$ cat config.mk
export PLATFORM = sky130hd
export DESIGN_NAME = alp_ctrl
export DESIGN_NICKNAME = d
export VERILOG_FILES = /design/src/hdl/alp_pkg.sv /design/src/hdl/alp_ctrl.sv
export VERILOG_INCLUDE_DIRS = /design/src /design/src/hdl
export SDC_FILE = /design/constraint.sdc
export NUM_CORES = 1
export LEC_CHECK = 0
export BUFFER_PORTS_ARGS = -buffer_cell sky130_fd_sc_hd__buf_2
export CAP_MARGIN = 10
export CORE_AREA = 5 5 42 44
export CTS_BUF_LIST = sky130_fd_sc_hd__clkbuf_4 sky130_fd_sc_hd__clkbuf_8 sky130_fd_sc_hd__clkbuf_16
export DETAILED_ROUTE_END_ITERATION = 16
export DIE_AREA = 0 0 47 49
export PLACE_DENSITY_LB_ADDON = 0.2
export SYNTH_ARGS = -nofsm -noshare
export SYNTH_HDL_FRONTEND = slang
export SYNTH_SLANG_ARGS = --single-unit
$ cat constraint.sdc
create_clock -name clk -period 3.9 [get_ports clk]
set_clock_uncertainty 0.05 [all_clocks]
set_input_delay 0.39 -clock clk [delete_from_list [all_inputs] [get_ports clk]]
set_output_delay 0.39 -clock clk [all_outputs]
set_load 0.01 [all_outputs]
$ cat src/hdl/address_lease_pool_macros.svh
// Assertion macros of the address lease pool, used by its controller
`ifndef ADDRESS_LEASE_POOL_MACROS_SVH
`define ADDRESS_LEASE_POOL_MACROS_SVH

// Same-cycle implication, checked outside reset
`define ALP_ASSERT_NOW(label, ante, cons, msg) \
  label: assert property (@(posedge clk) disable iff (rst) (ante) |-> (cons)) else $error(msg);

// Next-cycle implication, checked outside reset
`define ALP_ASSERT_NEXT(label, ante, cons, msg) \
  label: assert property (@(posedge clk) disable iff (rst) (ante) |=> (cons)) else $error(msg);

`endif

$ cat src/hdl/alp_pkg.sv
// Shared types and constants of the address lease pool
package alp_pkg;

  localparam int MAX_HOST_BITS  = 8;
  localparam int IDENT_SLOTS    = 256;
  localparam int IDENT_W        = 8;
  localparam int SLOT_DEPTH     = 256;
  localparam int SLOT_W         = 8;
  localparam int COUNT_W        = 9;
  localparam int SCAN_CHUNK     = 16;
  localparam int SCAN_STEPS     = IDENT_SLOTS / SCAN_CHUNK;
  localparam int SCAN_IDX_W     = $clog2(SCAN_STEPS);
  localparam int SCAN_POS_W     = $clog2(SCAN_CHUNK);

  // Slot states
  localparam logic [1:0] ST_FREE    = 2'd0;
  localparam logic [1:0] ST_ONLINE  = 2'd1;
  localparam logic [1:0] ST_OFFLINE = 2'd2;

  // Commands
  localparam logic [1:0] CMD_EXISTING = 2'd0;
  localparam logic [1:0] CMD_NEW      = 2'd1;
  localparam logic [1:0] CMD_REASSIGN = 2'd2;
  localparam logic [1:0] CMD_RELEASE  = 2'd3;

  // Result status codes
  localparam logic [1:0] STAT_DONE     = 2'd0;
  localparam logic [1:0] STAT_DISABLED = 2'd1;
  localparam logic [1:0] STAT_FAMILY   = 2'd2;
  localparam logic [1:0] STAT_NONE     = 2'd3;

  // Configuration register indexes
  localparam logic [1:0] REG_ENABLE    = 2'd0;
  localparam logic [1:0] REG_BASE      = 2'd1;
  localparam logic [1:0] REG_HOST_BITS = 2'd2;

  // Commands from controller to datapath
  typedef struct packed {
    logic load;
    logic calc;
    logic scan_step;
    logic link_rd;
    logic pop_wr;
    logic slot_chk;
    logic clr_wr;
    logic finish;
  } dp_cmd_t;

  // Status from datapath to controller
  typedef struct packed {
    logic       enabled;
    logic       fam_ok;
    logic [1:0] cmd;
    logic       id_nonempty;
    logic       offline_zero;
    logic       scan_hit;
    logic       scan_last;
    logic       clr_last;
  } dp_stat_t;

endpackage

$ cat src/hdl/alp_ctrl.sv
// Controller state machine of the address lease pool
`include "address_lease_pool_macros.svh"

module alp_ctrl import alp_pkg::*; (
  input  logic     clk,
  input  logic     rst,
  input  logic     start,
  output logic     busy,
  input  dp_stat_t stat,
  output dp_cmd_t  cmd
);

  localparam logic [3:0] S_IDLE     = 4'd0;
  localparam logic [3:0] S_CLEAR    = 4'd1;
  localparam logic [3:0] S_DECODE   = 4'd2;
  localparam logic [3:0] S_SCAN     = 4'd3;
  localparam logic [3:0] S_FIFO_RD  = 4'd4;
  localparam logic [3:0] S_LINK_RD  = 4'd5;
  localparam logic [3:0] S_POP_WR   = 4'd6;
  localparam logic [3:0] S_SLOT_RD  = 4'd7;
  localparam logic [3:0] S_SLOT_CHK = 4'd8;
  localparam logic [3:0] S_DONE     = 4'd9;

  logic [3:0] state, state_next;

  always_ff @(posedge clk) begin
    if (rst) begin
      state <= S_CLEAR;
    end else begin
      state <= state_next;
    end
  end

  assign busy = (state != S_IDLE);

  // Next state and datapath commands
  always_comb begin
    state_next = state;
    cmd = '0;
    unique case (state)
      S_IDLE: begin
        if (start) begin
          cmd.load = 1'b1;
          state_next = S_DECODE;
        end
      end
      S_CLEAR: begin
        cmd.clr_wr = 1'b1;
        if (stat.clr_last) state_next = S_IDLE;
      end
      S_DECODE: begin
        cmd.calc = 1'b1;
        if (!stat.enabled || !stat.fam_ok) begin
          state_next = S_DONE;
        end else begin
          unique case (stat.cmd)
            CMD_EXISTING: state_next = stat.id_nonempty ? S_FIFO_RD : S_SLOT_RD;
            CMD_REASSIGN: state_next = stat.offline_zero ? S_DONE : S_SCAN;
            default:      state_next = S_SLOT_RD;
          endcase
        end
      end
      S_SCAN: begin
        cmd.scan_step = 1'b1;
        if (stat.scan_hit) state_next = S_FIFO_RD;
        else if (stat.scan_last) state_next = S_DONE;
      end
      S_FIFO_RD: state_next = S_LINK_RD;
      S_LINK_RD: begin
        cmd.link_rd = 1'b1;
        state_next = S_POP_WR;
      end
      S_POP_WR: begin
        cmd.pop_wr = 1'b1;
        state_next = S_DONE;
      end
      S_SLOT_RD: state_next = S_SLOT_CHK;
      S_SLOT_CHK: begin
        cmd.slot_chk = 1'b1;
        state_next = S_DONE;
      end
      S_DONE: begin
        cmd.finish = 1'b1;
        state_next = S_IDLE;
      end
      default: state_next = S_IDLE;
    endcase
  end

  `ALP_ASSERT_NEXT(a_accept_decode, start && !busy, state == S_DECODE, "accept did not decode")
  `ALP_ASSERT_NEXT(a_scan_pop, state == S_SCAN && stat.scan_hit, state == S_FIFO_RD, "scan hit lost")
  `ALP_ASSERT_NEXT(a_pop_done, state == S_POP_WR, state == S_DONE, "pop did not finish")

endmodule

==> impl_metrics.py, run 1 <==
metrics = {
    "critical_path": {
        "crit_fanout": 12,
        "path_class": "register to primary output",
        "crit_path_end_kind": "primary output",
        "required_ns": 3.46,
        "cp.arrival_ns": 1.36,
        "worstSetupStartpointType": "register",
    },
    "finish": {
        "regMostFlops": "state",
        "layout_common_cells": "20 x buf_2, 5 x nor2_1, 5 x nand2_1",
        "fill_cells": 158,
        "drive_above_1_share_pct": 44.59,
        "mostFrequentLayoutCell": "buf_2",
        "area_growth_pct": 25.30,
        "largest_reg_flops": 4,
        "reg.largest.list": "state: 4 flops",
        "final_net_count": 88,
        "n_antenna_cell": 0,
    },
    "routing": {
        "wl_um": 1021,
        "drc": 0,
        "highest_layer": "met4",
        "via_count": 447,
        "wl_per_cell_um": 11.34,
        "met2_wirelength_um": 451,
        "dr_wl_met3_um": 68,
        "avgViaCountPerCell": 4.967,
        "dr.pass1.iters": 2,
        "wl_met1_um": 482,
        "drt_iter0_drc": 2,
        "postRouteAntennaNets": 0,
    },
    "sta": {
        "finalSetupViolCount": 0,
        "slew_headroom_pct": 70.56,
        "slew_viol_final": 0,
        "tightestPinTransition_ns": 0.4410,
        "min_period_over_period_pct": 46.08,
        "fmax_ghz": 0.5565,
        "grt_setup_unrepaired": "no",
        "hold_viol": 0,
        "fin_tns_setup_ns": 0,
        "finalCriticalPeriod_ns": 1.797,
        "setup_ws_ns": 2.103,
    },
    "synth": {
        "synth_cells": 54,
        "synth_area_leaders": "dfxtp_1 19%, buf_6 5.4%, o21ai_0 4.8%, nand2_1 4.5%, nand2b_1 4.5%",
        "syn_nets": 66,
        "synth_area_per_cell_um2": 7.693,
        "synth_seq_cells": 4,
        "ys_warn_count": 0,
        "netlist_area_um2": 415.4,
        "synth_top_area_share_pct": 19.28,
        "seq_area_frac_synth_pct": 19.28,
        "synth_cell_types": 30,
        "synth_top_area_cell": "dfxtp_1",
    },
    "clock_tree": {
        "cts_buffers": 3,
        "cts_resized": 0,
        "clock_latency_ns": 0.25,
        "clock_sinks": 4,
        "cts_buffer_depth": 2,
        "cts-root-buf": "clkbuf_4",
        "clk_pin_slew_worst_paths_ns": 0.04,
        "cts_setup_buffers": 0,
        "tritoncts": "done",
        "cts_hold_buf": 0,
        "cts-htree-levels": 1,
    },
    "power": {
        "pwr_density_cell_nw_per_um2": 252.4,
        "clkPwrFrac_pct": 40.5,
        "p_sw_uw": 39.85,
        "pwr-share-seq_pct": 36.4,
        "static-leakage-power_uw": 0.0002401,
        "sw_frac_of_total_pct": 30.34,
        "p_comb_share_pct": 23.1,
        "ir_worst_vdd_mv": 0.1098,
        "internal-power_uw": 91.50,
    },
    "grt": {
        "grt_pass1_wl_um": 1718,
        "track_usage_pct": 10.34,
        "grt_max_degree": 13,
        "antenna_found_initial": 0,
        "gr-total-overflow": 0,
        "first_global_vias": 409,
    },
    "floorplan": {
        "dieArea_um2": 2303,
        "die_height_um": 49,
        "initial_utilization_pct": 29.64,
        "coreArea_um2": 1401,
        "die_w_um": 47,
        "fp-row-count": 14,
        "ioPinCount": 21,
    },
    "place": {
        "gp_congestion": 0.7039,
        "portBuffers": 20,
        "dp_hpwl_um": 823.2,
        "dp_slack_ns": 2.335,
    },
    "min_path": {
        "min_path_type": "input pin to register",
    },
    "status": {
        "outcome": "finished clean",
    },
    "run": {
        "cap_violations": 0,
    },
}
-- area by class of cell --
cell class / instances / area, um^2 / share of cell area, %
multi-input cells: 44 / 284.0 / 54.57
repair buffers: 20 / 100.1 / 19.23
flip-flops and latches: 4 / 80.08 / 15.38
clock buffers: 3 / 22.52 / 4.327
well taps: 16 / 20.02 / 3.846
inverters: 3 / 13.76 / 2.644
-- layer usage --
| metal | global-route usage (%) | up-vias |
|---|---|---|
| li1 | - | 234 |
| met1 | 14.47 | 195 |
| met2 | 13.35 | 16 |
| met3 | 1.476 | 2 |
| met4 | 8.295 | 0 |
| met5 | 0 | - |
-- critical path, cell delays in order, from the launching register on --
cell and delay [ns]:
dfxtp_1 0.56, nand2b_1 0.18, nor2_2 0.21, buf_2 0.16
-- cells in the mapped netlist (all sizes together) --
cell type and number:
nor2 7, nand2 5, dfxtp 4, nand2b 4, nor3 4, o21ai 4, a21oi 3, and3 3
buf 3, inv 3, a311oi 2, a2111oi 1, a21o 1, a22oi 1, nand3 1, nand4b 1
nor2b 1, nor4 1, o22ai 1, o31ai 1, or2b 1, or3 1, xor2 1
-- power by group through the flow --
stage / logic, uW / clock network, uW / registers [uW]
after floorplan: 24.2 / 0 / 44.6
after global placement: 30.9 / 0 / 48.8
after detailed placement: 30.5 / 0 / 48.6
after CTS: 30.6 / 55.0 / 47.9
after global routing: 33.9 / 58.2 / 48.4
final: 30.3 / 53.2 / 47.9
-- stage by stage --
stage	hold slack [ns]	power, uW	instance area, um^2	utilization [%]	cells
2_1_floorplan	0.4089	68.77	415.4	-	54
3_3_place_gp	0.5613	79.70	498.0	35.54	87
3_5_place_dp	0.5623	79.09	498.0	35.54	87
4_1_cts	0.3021	133.5	520.5	37.14	90
5_1_grt	0.3261	140.5	520.5	37.14	90
6_report	0.3127	131.4	520.5	37.14	90
-- kinds of logic (layout without fill, tap and decap cells) --
kind of cell	count (synthesis)	in the layout	share of synthesized area [%]
AND/OR/NAND/NOR	29	29	41.87
AO/OA/AOI/OAI	14	14	24.40
buffers and inverters	6	26	12.35
flip-flops	4	4	19.28
XOR/XNOR	1	1	2.109
-- path summary, 6_finish.rpt --
path	slack, ns	startpoint	cells after the start	end
worst max register to register	2.44	state[1]	4	state[3]
worst min register to register	0.62	state[3]	1	state[2]
worst max-delay path	2.10	state[0]	3	cmd[5]
worst min-delay path	0.31	rst	2	state[3]
Power figures use the tool's default switching activity.
==> run 2, diff against run 1 <==
==> constraint.sdc (replaced) <==
create_clock -name clk -period 1.55 [get_ports clk]
set_clock_uncertainty 0.05 [all_clocks]
set_input_delay 0.155 -clock clk [delete_from_list [all_inputs] [get_ports clk]]
set_output_delay 0.155 -clock clk [all_outputs]
set_load 0.01 [all_outputs]
==> run 2 against run 1 <==
Against the previous run: register-to-register slack lost 2.2 ns; sequential share of layout area rose by 0.36 points; non-clock buffer count up 2; cell count up 2.2%; clock-buffer cell count is the same; combinational power rose to 2.7 times the previous value; largest power group unchanged; highest routed layer is now met3.
==> impl_metrics.py, run 2 (synthesis gave the netlist of run 1 again) <==
metrics = {
    "status": {
        "outcome": "finished clean",
    },
    "critical_path": {
        "crit_path_end_kind": "primary output",
        "required_ns": 1.34,
        "path_class": "register to primary output",
        "cp.arrival_ns": 1.21,
        "worstSetupStartpointType": "register",
        "crit_fanout": 10,
    },
    "clock_tree": {
        "cts_buffer_depth": 2,
        "cts_hold_buf": 0,
        "cts_buffers": 3,
        "clock_latency_ns": 0.23,
        "cts-htree-levels": 1,
        "clock_sinks": 4,
        "clk_pin_slew_worst_paths_ns": 0.04,
        "tritoncts": "done",
        "cts-root-buf": "clkbuf_4",
    },
    "routing": {
        "dr.pass1.iters": 4,
        "drc": 0,
        "avgViaCountPerCell": 4.935,
        "wl_um": 1081,
        "postRouteAntennaNets": 0,
        "drt_iter0_drc": 7,
        "wl_per_cell_um": 11.75,
        "via_count": 454,
    },
    "finish": {
        "largest_reg_flops": 4,
        "mostFrequentLayoutCell": "buf_2",
        "regMostFlops": "state",
        "n_antenna_cell": 0,
        "layout_common_cells": "20 x buf_2, 5 x nor2_1, 5 x nand2_1",
        "final_net_count": 90,
        "area_growth_pct": 30.12,
        "reg.largest.list": "state: 4 flops",
        "fin_cells": 92,
        "drive_above_1_share_pct": 51.32,
    },
    "floorplan": {
        "fp-row-count": 14,
        "initial_utilization_pct": 29.64,
        "coreArea_um2": 1401,
        "ioPinCount": 21,
        "die_height_um": 49,
        "dieArea_um2": 2303,
        "die_w_um": 47,
    },
    "power": {
        "finalPower_uw": 329.1,
        "clkPwrFrac_pct": 38.9,
        "pwr_density_cell_nw_per_um2": 608.8,
        "static-leakage-power_uw": 0.0002510,
        "p_sw_uw": 95.63,
        "ir_worst_vdd_mv": 0.2653,
        "internal-power_uw": 233.4,
        "p_comb_share_pct": 24.5,
        "pwr-share-seq_pct": 36.7,
        "sw_frac_of_total_pct": 29.06,
    },
    "sta": {
        "min_period_over_period_pct": 91.58,
        "fin_tns_setup_ns": 0,
        "tightestPinTransition_ns": 0.3442,
        "grt_setup_unrepaired": "no",
        "whs_ns": 0.07710,
        "slew_headroom_pct": 76.81,
        "finalCriticalPeriod_ns": 1.419,
        "fmax_ghz": 0.7045,
        "slew_viol_final": 0,
        "setup_ws_ns": 0.1306,
        "finalSetupViolCount": 0,
        "hold_viol": 0,
    },
    "grt": {
        "grt_pass1_wl_um": 1807,
        "antenna_found_initial": 0,
        "gr-total-overflow": 0,
        "first_global_vias": 414,
        "grt_max_degree": 13,
        "track_usage_pct": 10.47,
    },
    "place": {
        "gp_congestion": 0.7459,
        "portBuffers": 20,
        "numPlacedInstances": 89,
        "dp_slack_ns": 0.08837,
        "dp_hpwl_um": 881.7,
    },
    "min_path": {
        "min_path_type": "input pin to register",
    },
    "run": {
        "cap_violations": 0,
    },
}
-- run 2: changes by cell type in the layout (fill, tap and decap cells not counted) --
cell     delta
buf_4       +2
dfxtp_2     +4
dfxtp_1     -4
-- run 2: path summary, 6_finish.rpt --
check        slack, ns  depth (start not counted)      from  endpoint
min               0.08                          2       rst  state[3]
min reg2reg       0.51                          1  state[3]  state[2]
max reg2reg       0.20                          4  state[3]  state[3]
max               0.13                          3  state[3]    cmd[2]
-- run 2: stage by stage --
step / utilization [%] / instance area, um^2
CTS: 38.30 / 536.8
finish: 38.57 / 540.5
global placement: 36.61 / 513.0
global route: 38.57 / 540.5
detailed placement: 36.61 / 513.0
floorplan: - / 415.4
-- run 2: power by group through the flow --
| stage | Clock, uW | Sequential (uW) | Combinational [uW] |
|---|---|---|---|
| after global placement | 0 | 121 | 81.4 |
| after global routing | 142 | 122 | 89.4 |
| after CTS | 135 | 120 | 81.2 |
| final | 128 | 121 | 80.5 |
| after detailed placement | 0 | 122 | 80.6 |
| after floorplan | 0 | 112 | 60.8 |
-- run 2: per-layer routing --
metal	vias to the layer above	share of wire [%]	global-route usage (%)
met2	16	41	13.57
met4	0	0	1.382
met1	199	50	15.50
met3	0	9.7	5.535
li1	239	-	-
met5	-	0	0
-- run 2: timing repair --
action / in CTS / in global routing
gates resized for setup: 1 / 3
hold endpoints to repair: 0 / 0
setup buffers: 0 / 0
endpoints found under the setup margin: 1 / 5
-- run 2: area by class of cell --
type	count	area (um^2)
Clock buffer	3	22.52
Fill cell	166	860.8
Inverter	3	13.76
Multi-Input combinational cell	44	284.0
Sequential cell	4	85.08
Tap cell	16	20.02
Timing Repair Buffer	22	115.1
-- run 2: worst max-delay path, stage by stage (launching register included) --
cell	delay, ns
dfxtp_2	0.43
inv_4	0.05
nor4_2	0.31
buf_2	0.19
